[config.mk]
export PLATFORM = sky130hd
export DESIGN_NAME = sync_frame_checksum_deframer_unit
export DESIGN_NICKNAME = d
export VERILOG_FILES = /design/src/rtl/sfcd_pkg.sv /design/src/rtl/sfcd_ctrl.sv /design/src/rtl/sfcd_datapath.sv /design/src/rtl/sync_frame_checksum_deframer_unit.sv
export SDC_FILE = /design/constraint.sdc
export NUM_CORES = 1
export LEC_CHECK = 0
export BUFFER_PORTS_ARGS = -buffer_cell sky130_fd_sc_hd__buf_2
export CAP_MARGIN = 20
export CORE_ASPECT_RATIO = 1.75
export CORE_MARGIN = 2
export CORE_UTILIZATION = 40
export CTS_BUF_LIST = sky130_fd_sc_hd__clkbuf_4
export CTS_CLUSTER_DIAMETER = 30
export DETAILED_ROUTE_END_ITERATION = 6
export PLACE_DENSITY = 0.66
export SLEW_MARGIN = 15
export SYNTH_ARGS = -nofsm -noshare
export SYNTH_HDL_FRONTEND = slang
export SYNTH_SLANG_ARGS = --single-unit
[constraint.sdc]
create_clock -name clk -period 12.11 [get_ports clk]
set_input_delay 2.422 -clock clk [delete_from_list [all_inputs] [get_ports clk]]
set_output_delay 2.422 -clock clk [all_outputs]
set_load 0.05 [all_outputs]
[src/rtl/sfcd_pkg.sv]
package sfcd_pkg;

    localparam int MAX_FRAME_BYTES = 64;
    localparam int ADDR_W          = $clog2(MAX_FRAME_BYTES);
    localparam int LEN_W           = 7;
    localparam int MAX_LEN_INT     = (MAX_FRAME_BYTES < 64) ? MAX_FRAME_BYTES : 64;

    localparam logic [LEN_W-1:0] MIN_LEN = LEN_W'(8);
    localparam logic [LEN_W-1:0] MAX_LEN = LEN_W'(MAX_LEN_INT);

    localparam logic [7:0]  POLY8_07       = 8'h07;
    localparam logic [7:0]  POLY8_31       = 8'h31;
    localparam logic [15:0] POLY16_1021    = 16'h1021;
    localparam logic [15:0] POLY16_A001    = 16'hA001;
    localparam logic [15:0] CRC16_LSB_INIT = 16'hFFFF;

    // checksum selection codes, 9..15 behave as none
    typedef enum logic [3:0] {
        CK_NONE        = 4'd0,
        CK_SUM8        = 4'd1,
        CK_XOR8        = 4'd2,
        CK_CRC8_07     = 4'd3,
        CK_CRC8_31     = 4'd4,
        CK_SUM16       = 4'd5,
        CK_XOR16       = 4'd6,
        CK_CRC16_1021  = 4'd7,
        CK_CRC16_A001  = 4'd8
    } ck_kind_t;

    typedef enum logic [2:0] {
        REG_ENABLE        = 3'd0,
        REG_SYNC_FIRST    = 3'd1,
        REG_SYNC_SECOND   = 3'd2,
        REG_TWO_BYTE_SYNC = 3'd3,
        REG_FRAME_LENGTH  = 3'd4,
        REG_CHECKSUM_KIND = 3'd5
    } cfg_reg_t;

    typedef enum logic [2:0] {
        ST_IDLE,
        ST_CHK_RD,
        ST_CHK_ACC,
        ST_DECIDE,
        ST_EMIT_RD,
        ST_EMIT_LD,
        ST_EMIT_WT,
        ST_BAD_WT
    } state_t;

    typedef struct packed {
        logic take;
        logic idx_clr;
        logic idx_inc;
        logic acc_init;
        logic acc_step;
        logic count_good;
        logic count_bad;
        logic resync;
        logic load_good;
        logic load_bad;
        logic out_done;
    } cmd_t;

    typedef struct packed {
        logic done;
        logic direct;
        logic idx_last;
        logic good;
    } status_t;

    function automatic logic [15:0] check_init(logic [3:0] k);
        return (k == CK_CRC16_A001) ? CRC16_LSB_INIT : 16'h0000;
    endfunction

    // one byte folded into the running checksum
    function automatic logic [15:0] check_fold(logic [3:0] k, logic [15:0] acc,
                                               logic [7:0] b);
        logic [15:0] c;
        logic [7:0]  c8;
        logic [7:0]  poly8;
        c     = acc;
        c8    = acc[7:0] ^ b;
        poly8 = (k == CK_CRC8_07) ? POLY8_07 : POLY8_31;
        case (k) inside
            CK_SUM8: c = {8'h00, 8'(acc[7:0] + b)};
            CK_XOR8, CK_XOR16: c = acc ^ {8'h00, b};
            CK_CRC8_07, CK_CRC8_31:
            begin
                for (int i = 0; i < 8; i++)
                begin
                    c8 = c8[7] ? ({c8[6:0], 1'b0} ^ poly8) : {c8[6:0], 1'b0};
                end
                c = {8'h00, c8};
            end
            CK_SUM16: c = 16'(acc + {8'h00, b});
            CK_CRC16_1021:
            begin
                c = acc ^ {b, 8'h00};
                for (int i = 0; i < 8; i++)
                begin
                    c = c[15] ? ({c[14:0], 1'b0} ^ POLY16_1021) : {c[14:0], 1'b0};
                end
            end
            CK_CRC16_A001:
            begin
                c = acc ^ {8'h00, b};
                for (int i = 0; i < 8; i++)
                begin
                    c = c[0] ? ({1'b0, c[15:1]} ^ POLY16_A001) : {1'b0, c[15:1]};
                end
            end
            default: c = acc;
        endcase
        return c;
    endfunction

endpackage

[src/rtl/sfcd_ctrl.sv]
module sfcd_ctrl (
    input  logic              clk,
    input  logic              rst_n,
    input  logic              in_valid,
    input  logic              out_ready,
    input  sfcd_pkg::status_t st,
    output logic              in_ready,
    output sfcd_pkg::cmd_t    cmd
);

    sfcd_pkg::state_t state_reg;
    sfcd_pkg::state_t state_next;

    always_ff @(posedge clk or negedge rst_n)
    begin
        if (!rst_n)
        begin
            state_reg <= sfcd_pkg::ST_IDLE;
        end
        else
        begin
            state_reg <= state_next;
        end
    end

    always_comb
    begin
        state_next = state_reg;
        unique case (state_reg)
            sfcd_pkg::ST_IDLE:
            begin
                if (in_valid && st.done)
                begin
                    state_next = st.direct ? sfcd_pkg::ST_EMIT_RD : sfcd_pkg::ST_CHK_RD;
                end
            end
            sfcd_pkg::ST_CHK_RD:  state_next = sfcd_pkg::ST_CHK_ACC;
            sfcd_pkg::ST_CHK_ACC:
            begin
                state_next = st.idx_last ? sfcd_pkg::ST_DECIDE : sfcd_pkg::ST_CHK_RD;
            end
            sfcd_pkg::ST_DECIDE:
            begin
                state_next = st.good ? sfcd_pkg::ST_EMIT_RD : sfcd_pkg::ST_BAD_WT;
            end
            sfcd_pkg::ST_EMIT_RD: state_next = sfcd_pkg::ST_EMIT_LD;
            sfcd_pkg::ST_EMIT_LD: state_next = sfcd_pkg::ST_EMIT_WT;
            sfcd_pkg::ST_EMIT_WT:
            begin
                if (out_ready)
                begin
                    state_next = st.idx_last ? sfcd_pkg::ST_IDLE : sfcd_pkg::ST_EMIT_RD;
                end
            end
            sfcd_pkg::ST_BAD_WT:
            begin
                if (out_ready)
                begin
                    state_next = sfcd_pkg::ST_IDLE;
                end
            end
            default: state_next = sfcd_pkg::ST_IDLE;
        endcase
    end

    always_comb
    begin
        cmd      = '0;
        in_ready = 1'b0;
        unique case (state_reg)
            sfcd_pkg::ST_IDLE:
            begin
                in_ready = 1'b1;
                cmd.take = in_valid;
                if (in_valid && st.done)
                begin
                    cmd.idx_clr    = 1'b1;
                    cmd.acc_init   = !st.direct;
                    cmd.count_good = st.direct;
                end
            end
            sfcd_pkg::ST_CHK_RD: ;
            sfcd_pkg::ST_CHK_ACC:
            begin
                cmd.acc_step = 1'b1;
                cmd.idx_inc  = !st.idx_last;
            end
            sfcd_pkg::ST_DECIDE:
            begin
                cmd.idx_clr    = 1'b1;
                cmd.count_good = st.good;
                cmd.count_bad  = !st.good;
                cmd.resync     = !st.good;
                cmd.load_bad   = !st.good;
            end
            sfcd_pkg::ST_EMIT_RD: ;
            sfcd_pkg::ST_EMIT_LD: cmd.load_good = 1'b1;
            sfcd_pkg::ST_EMIT_WT:
            begin
                cmd.out_done = out_ready;
                cmd.idx_inc  = out_ready && !st.idx_last;
            end
            sfcd_pkg::ST_BAD_WT:  cmd.out_done = out_ready;
            default: ;
        endcase
    end

endmodule

[src/rtl/sfcd_datapath.sv]
module sfcd_datapath (
    input  logic              clk,
    input  logic              rst_n,
    input  logic              cfg_we,
    input  logic [2:0]        cfg_addr,
    input  logic [7:0]        cfg_wdata,
    input  logic [7:0]        rx_byte,
    input  sfcd_pkg::cmd_t    cmd,
    output sfcd_pkg::status_t st,
    output logic              out_valid,
    output logic              kind,
    output logic [7:0]        data,
    output logic              last,
    output logic [31:0]       good_frames,
    output logic [31:0]       bad_frames
);

    localparam int LW = sfcd_pkg::LEN_W;
    localparam int AW = sfcd_pkg::ADDR_W;

    // configuration
    logic          enable_reg;
    logic [7:0]    sync_first_reg;
    logic [7:0]    sync_second_reg;
    logic          two_byte_reg;
    logic [LW-1:0] frame_length_reg;
    logic [3:0]    ck_kind_reg;

    // frame tracking and check
    logic [LW-1:0] fill_reg, fill_next;
    logic          in_frame_reg, in_frame_next;
    logic [LW-1:0] idx_reg, idx_next;
    logic [15:0]   acc_reg, acc_next;
    logic [7:0]    tail_hi_reg, tail_hi_next;
    logic [7:0]    tail_lo_reg, tail_lo_next;
    logic [7:0]    last_byte_reg, last_byte_next;
    logic [31:0]   good_cnt_reg, good_cnt_next;
    logic [31:0]   bad_cnt_reg, bad_cnt_next;
    logic          out_valid_reg, out_valid_next;
    logic          out_kind_reg, out_kind_next;
    logic [7:0]    out_data_reg, out_data_next;
    logic          out_last_reg, out_last_next;

    logic [7:0]    store_mem [sfcd_pkg::MAX_FRAME_BYTES];
    logic [7:0]    rdata_reg;

    logic          wr_en;
    logic [AW-1:0] wr_addr;
    logic [7:0]    wr_data;

    logic [LW-1:0] len;
    logic [LW-1:0] fill_inc;
    logic [LW-1:0] chk_n;
    logic          short_chk;
    logic          checked;
    logic          done;

    always_comb
    begin
        if (frame_length_reg < sfcd_pkg::MIN_LEN)
        begin
            len = sfcd_pkg::MIN_LEN;
        end
        else if (frame_length_reg > sfcd_pkg::MAX_LEN)
        begin
            len = sfcd_pkg::MAX_LEN;
        end
        else
        begin
            len = frame_length_reg;
        end
    end

    assign fill_inc  = fill_reg + LW'(1);
    assign short_chk = (ck_kind_reg <= sfcd_pkg::CK_CRC8_31);
    assign chk_n     = short_chk ? (len - LW'(1)) : (len - LW'(2));
    assign checked   = (ck_kind_reg != sfcd_pkg::CK_NONE)
                       && (ck_kind_reg <= sfcd_pkg::CK_CRC16_A001);

    // config write port
    always_ff @(posedge clk or negedge rst_n)
    begin
        if (!rst_n)
        begin
            enable_reg       <= 1'b0;
            sync_first_reg   <= 8'h00;
            sync_second_reg  <= 8'h00;
            two_byte_reg     <= 1'b0;
            frame_length_reg <= LW'(8);
            ck_kind_reg      <= sfcd_pkg::CK_SUM8;
        end
        else if (cfg_we)
        begin
            unique case (cfg_addr)
                sfcd_pkg::REG_ENABLE:        enable_reg       <= cfg_wdata[0];
                sfcd_pkg::REG_SYNC_FIRST:    sync_first_reg   <= cfg_wdata;
                sfcd_pkg::REG_SYNC_SECOND:   sync_second_reg  <= cfg_wdata;
                sfcd_pkg::REG_TWO_BYTE_SYNC: two_byte_reg     <= cfg_wdata[0];
                sfcd_pkg::REG_FRAME_LENGTH:  frame_length_reg <= cfg_wdata[LW-1:0];
                sfcd_pkg::REG_CHECKSUM_KIND: ck_kind_reg      <= cfg_wdata[3:0];
                default: ;
            endcase
        end
    end

    // byte intake: sync search and store fill
    always_comb
    begin
        fill_next     = fill_reg;
        in_frame_next = in_frame_reg;
        wr_en         = 1'b0;
        wr_addr       = fill_reg[AW-1:0];
        wr_data       = rx_byte;
        done          = 1'b0;
        if (enable_reg)
        begin
            if (two_byte_reg && !in_frame_reg && (fill_reg == '0))
            begin
                if (rx_byte == sync_first_reg)
                begin
                    wr_en     = 1'b1;
                    wr_addr   = '0;
                    fill_next = LW'(1);
                end
            end
            else if (two_byte_reg && !in_frame_reg && (fill_reg == LW'(1)))
            begin
                if (rx_byte == sync_second_reg)
                begin
                    wr_en         = 1'b1;
                    wr_addr       = AW'(1);
                    fill_next     = LW'(2);
                    in_frame_next = 1'b1;
                end
                else if (rx_byte == sync_first_reg)
                begin
                    wr_en     = 1'b1;
                    wr_addr   = '0;
                    fill_next = LW'(1);
                end
                else
                begin
                    fill_next = '0;
                end
            end
            else if (!two_byte_reg && !in_frame_reg)
            begin
                if (rx_byte == sync_first_reg)
                begin
                    wr_en         = 1'b1;
                    wr_addr       = '0;
                    fill_next     = LW'(1);
                    in_frame_next = 1'b1;
                end
            end
            else
            begin
                wr_en = (fill_reg < LW'(sfcd_pkg::MAX_FRAME_BYTES));
                if (fill_inc < len)
                begin
                    fill_next = fill_inc;
                end
                else
                begin
                    fill_next     = '0;
                    in_frame_next = 1'b0;
                    done          = 1'b1;
                end
            end
        end
        if (!cmd.take)
        begin
            fill_next     = fill_reg;
            in_frame_next = in_frame_reg;
            wr_en         = 1'b0;
            done          = 1'b0;
        end
        // resync on the final byte of a bad frame
        if (cmd.resync && (last_byte_reg == sync_first_reg))
        begin
            wr_en         = 1'b1;
            wr_addr       = '0;
            wr_data       = last_byte_reg;
            fill_next     = LW'(1);
            in_frame_next = 1'b1;
        end
    end

    always_comb
    begin
        st.done     = done;
        st.direct   = two_byte_reg || !checked;
        st.idx_last = (idx_reg == (len - LW'(1)));
        if (short_chk)
        begin
            st.good = (acc_reg[7:0] == tail_hi_reg);
        end
        else
        begin
            st.good = (acc_reg == {tail_hi_reg, tail_lo_reg})
                      || (acc_reg == {tail_lo_reg, tail_hi_reg});
        end
    end

    always_comb
    begin
        idx_next       = idx_reg;
        acc_next       = acc_reg;
        tail_hi_next   = tail_hi_reg;
        tail_lo_next   = tail_lo_reg;
        last_byte_next = cmd.take ? rx_byte : last_byte_reg;
        good_cnt_next  = cmd.count_good ? (good_cnt_reg + 32'd1) : good_cnt_reg;
        bad_cnt_next   = cmd.count_bad ? (bad_cnt_reg + 32'd1) : bad_cnt_reg;
        out_valid_next = out_valid_reg;
        out_kind_next  = out_kind_reg;
        out_data_next  = out_data_reg;
        out_last_next  = out_last_reg;

        if (cmd.idx_clr)
        begin
            idx_next = '0;
        end
        else if (cmd.idx_inc)
        begin
            idx_next = idx_reg + LW'(1);
        end

        if (cmd.acc_init)
        begin
            acc_next = sfcd_pkg::check_init(ck_kind_reg);
        end
        else if (cmd.acc_step)
        begin
            if (idx_reg < chk_n)
            begin
                acc_next = sfcd_pkg::check_fold(ck_kind_reg, acc_reg, rdata_reg);
            end
            tail_hi_next = rdata_reg;
            tail_lo_next = tail_hi_reg;
        end

        if (cmd.load_good)
        begin
            out_valid_next = 1'b1;
            out_kind_next  = 1'b0;
            out_data_next  = rdata_reg;
            out_last_next  = st.idx_last;
        end
        else if (cmd.load_bad)
        begin
            out_valid_next = 1'b1;
            out_kind_next  = 1'b1;
            out_data_next  = 8'h00;
            out_last_next  = 1'b1;
        end
        else if (cmd.out_done)
        begin
            out_valid_next = 1'b0;
        end
    end

    always_ff @(posedge clk or negedge rst_n)
    begin
        if (!rst_n)
        begin
            fill_reg      <= '0;
            in_frame_reg  <= 1'b0;
            idx_reg       <= '0;
            good_cnt_reg  <= '0;
            bad_cnt_reg   <= '0;
            out_valid_reg <= 1'b0;
        end
        else
        begin
            fill_reg      <= fill_next;
            in_frame_reg  <= in_frame_next;
            idx_reg       <= idx_next;
            good_cnt_reg  <= good_cnt_next;
            bad_cnt_reg   <= bad_cnt_next;
            out_valid_reg <= out_valid_next;
        end
    end

    always_ff @(posedge clk)
    begin
        acc_reg       <= acc_next;
        tail_hi_reg   <= tail_hi_next;
        tail_lo_reg   <= tail_lo_next;
        last_byte_reg <= last_byte_next;
        out_kind_reg  <= out_kind_next;
        out_data_reg  <= out_data_next;
        out_last_reg  <= out_last_next;
    end

    // frame store: one write port, one registered read port
    always_ff @(posedge clk)
    begin
        if (wr_en)
        begin
            store_mem[wr_addr] <= wr_data;
        end
        rdata_reg <= store_mem[idx_reg[AW-1:0]];
    end

    assign out_valid   = out_valid_reg;
    assign kind        = out_kind_reg;
    assign data        = out_data_reg;
    assign last        = out_last_reg;
    assign good_frames = good_cnt_reg;
    assign bad_frames  = bad_cnt_reg;

endmodule

[src/rtl/sync_frame_checksum_deframer_unit.sv]
// channel   direction  handshake             payload
// cfg       in         cfg_we                cfg_addr[2:0], cfg_wdata[7:0]
// rx        in         in_valid / in_ready   rx_byte[7:0]
// result    out        out_valid / out_ready kind, data[7:0], last, good_frames, bad_frames
//
// bytes inside a frame are taken one per cycle; the frame store has one write port
// at frame end, with one-byte sync and a checksum selected, the checksum unit walks
// the store, each byte a registered read then a fold, with in_ready low meanwhile
// a good frame drains byte by byte through the output register (read, load, wait),
// a bad frame gives one transaction; out_ready low just holds the output register
// reset clears control state, counters and config; the store keeps no reset
module sync_frame_checksum_deframer_unit (
    input  logic        clk,
    input  logic        rst_n,
    // configuration
    input  logic        cfg_we,
    input  logic [2:0]  cfg_addr,
    input  logic [7:0]  cfg_wdata,
    // byte input
    input  logic        in_valid,
    output logic        in_ready,
    input  logic [7:0]  rx_byte,
    // result output
    output logic        out_valid,
    input  logic        out_ready,
    output logic        kind,
    output logic [7:0]  data,
    output logic        last,
    output logic [31:0] good_frames,
    output logic [31:0] bad_frames
);

    // command and status between sequencer and datapath
    sfcd_pkg::cmd_t    cmd;
    sfcd_pkg::status_t st;

    // sequencer: sync intake, checksum walk, verdict, drain
    sfcd_ctrl u_ctrl (
        .clk       (clk),
        .rst_n     (rst_n),
        .in_valid  (in_valid),
        .out_ready (out_ready),
        .st        (st),
        .in_ready  (in_ready),
        .cmd       (cmd)
    );

    // datapath: config registers, frame store, checksum, counters, output register
    sfcd_datapath u_dp (
        .clk         (clk),
        .rst_n       (rst_n),
        .cfg_we      (cfg_we),
        .cfg_addr    (cfg_addr),
        .cfg_wdata   (cfg_wdata),
        .rx_byte     (rx_byte),
        .cmd         (cmd),
        .st          (st),
        .out_valid   (out_valid),
        .kind        (kind),
        .data        (data),
        .last        (last),
        .good_frames (good_frames),
        .bad_frames  (bad_frames)
    );

endmodule

==> metrics.txt <==
outcome complete, no violations; Synth Flop Type edfxtp_1; Vias/cell 5.66; die width 213 um; Max transition margin 27.3%; vias 18200; max reg flops 512; DRT iter0 DRCs 1713; Setup CP Type in2reg; Post-DP HPWL 53700 um; initial antenna violation count 3; Post-Synthesis Cells 1879; DRT Pass-1 Iters 5; Final min period 4920 ps; io pins 100; DRC Markers 0; Biggest register u_dp.store_mem; Core ar. 0.0752 mm2; total number of yosys warnings 0; most common cell in the netlist edfxtp_1; most frequent cells after synthesis 561 x edfxtp_1, 168 x mux4_2, 110 x dfrtp_1, 100 x nor2_1, 99 x xnor2_1; Fillers 6590; chip height 369 um; endpoint type of the worst setup path flop; Area Overhead vs Synth 12.5%; Worst Setup SP rx_byte[5]; layout cell share with drive strength beyond 1 28.0%; Slew Limit Fails 0; sequential element share of the synthesized area 65.1%; Fin. Hold Viols 0; Final Setup Violations 0; CTS max path bufs 3; Buffers on Ports 99; number of setup buffers added after CTS 0; Unique masters post-synth 87; H-tree depth 4; hold_buf cts 0; Die Area 0.0784 mm2; global route overflow 0; first-pass GRT wire length 120000 um; syn avg cell area 16.2 um2; worst slew pin tran 1090 ps; routed length per instance 25.2 um; largest net degree at the start of global routing 136; fin nets 2124; CP max FO 8; post-synth top area share 55.3%; CTS clk-pin slew, worst paths 60 ps; unrepaired setup endpoints after global routing no; Worst Hold Launch u_dp.good_frames[31]; Initial Util 40.5%; Synthesized Nets 1939; Final WS setup 7190 ps; row count 133; Root Buffer clkbuf_4; Yosys top cell by area edfxtp_1; worst min-delay path category reg2reg; WP data required 12750 ps; fin crit share 40.7%; vias in the first global route 18700; top post-synthesis cells by area edfxtp_1 55%, mux4_2 12%, dfrtp_1 9.0%, xnor2_1 2.8%, xor2_1 2.7%; CTS tree done; final estimated routing congestion in global placement 0.937; post-synthesis sequential element count 682; Syn Std Cell Area 0.0304 mm2; Worst setup SP type input port; Lkg Pwr 11.9 nW; maximum vdd drop 141 uV; cts bufs inserted 161; post-route ant nets 0; Placement Setup Slack 6050 ps; final setup TNS 0 ps; Tot GR Track Use 20.9%; clock sinks 682; maxcap violations 0; final wirelength 80900 um; r2r startpoint u_dp.frame_length_reg[4]; highest clock rate 0.203 GHz; Post-synth EDFFs 561; Pwr Density 216 mW/mm2; Final Skew 75.1 ps; asr flop ratio synth 16.4%; Arr. time, crit path 5560 ps; clock latency on the worst-skew pair 1050 ps; CTS resizes 0
==> worst paths after layout <==
check | endpoint | slack [ps] | depth (start not counted)
worst min register to register | u_dp.good_frames[31] | 470 | 1
min in group asynchronous | u_dp.bad_frames[15] | 1430 | 1
worst min-delay path | u_dp.good_frames[31] | 470 | 1
worst max register to register | u_dp.acc_reg[9] | 7710 | 13
worst max-delay path | u_dp.store_mem[37][4] | 7190 | 8
max in group asynchronous | u_dp.good_frames[2] | 9380 | 2
==> layout by cell type, fill, tap and decap left out, types with 48 or more instances in the layout <==
cell        n
edfxtp_1  561
clkbuf_4  212
mux4_2    168
dfrtp_1   107
nor2_1    100
buf_2     100
xnor2_1    99
nand2_1    93
xor2_1     93
o21ai_0    48
==> stage by stage <==
stage | cells | power, mW | util, % | cell area (um2) | hold WS (ps)
floorplan | 1879 | 4.70 | - | 30400 | 470
global placement | 2910 | 5.41 | 42.5 | 32000 | 448
detailed placement | 2910 | 5.43 | 42.5 | 32000 | 456
CTS | 3199 | 7.41 | 45.5 | 34200 | 468
global route | 3205 | 7.73 | 45.5 | 34200 | 485
finish | 3207 | 7.39 | 45.5 | 34200 | 468
==> cell families (layout without fill, tap and decap cells) <==
logic type	count (synthesis)	in the layout	synth area share [%]
compound gates	186	186	4.21
xor+xnor	195	195	5.75
fa+ha+maj	36	36	1.50
buf+inv	119	430	1.59
flops	682	682	65.1
mux	207	207	13.9
other cells	0	5	0
simple gates	454	454	7.95
==> metal layers <==
metal	GRT usage, %	wire length (um)	up-vias
met3	4.34	5330	217
met4	12.0	4310	2
li1	-	-	7856
met1	22.9	27800	9199
met5	0	13	-
met2	37.3	43400	885
==> worst max-delay path, cell delays in order <==
cell and delay [ps]:
buf_2 130, xnor2_1 180, nand4_1 110, nor2_1 320, o211ai_2 200, a32oi_1 530
nand3b_1 800, nor2_1 850
==> layout make-up <==
| cell class | instances | area [um2] | area share [%] |
|---|---|---|---|
| Clock inverter | 77 | 604 | 1.76 |
| Inverter | 21 | 78.8 | 0.230 |
| Multi-Input combinational cell | 1078 | 10200 | 29.7 |
| Clock buffer | 212 | 1590 | 4.65 |
| Sequential cell | 682 | 19800 | 57.9 |
| Antenna cell | 5 | 12.5 | 0.0365 |
| Tap cell | 1012 | 1270 | 3.70 |
| Timing Repair Buffer | 120 | 683 | 1.99 |
==> where the power goes <==
part | internal, mW | leakage (nW) | switching (mW) | total (mW)
registers | 2.69 | 6.60 | 0.251 | 2.94
clock network | 1.04 | 1.28 | 0.928 | 1.97
logic | 1.10 | 4.02 | 1.38 | 2.48
total | 4.83 | 11.9 | 2.56 | 7.39
No activity file was read; power rests on OpenSTA's default activity.
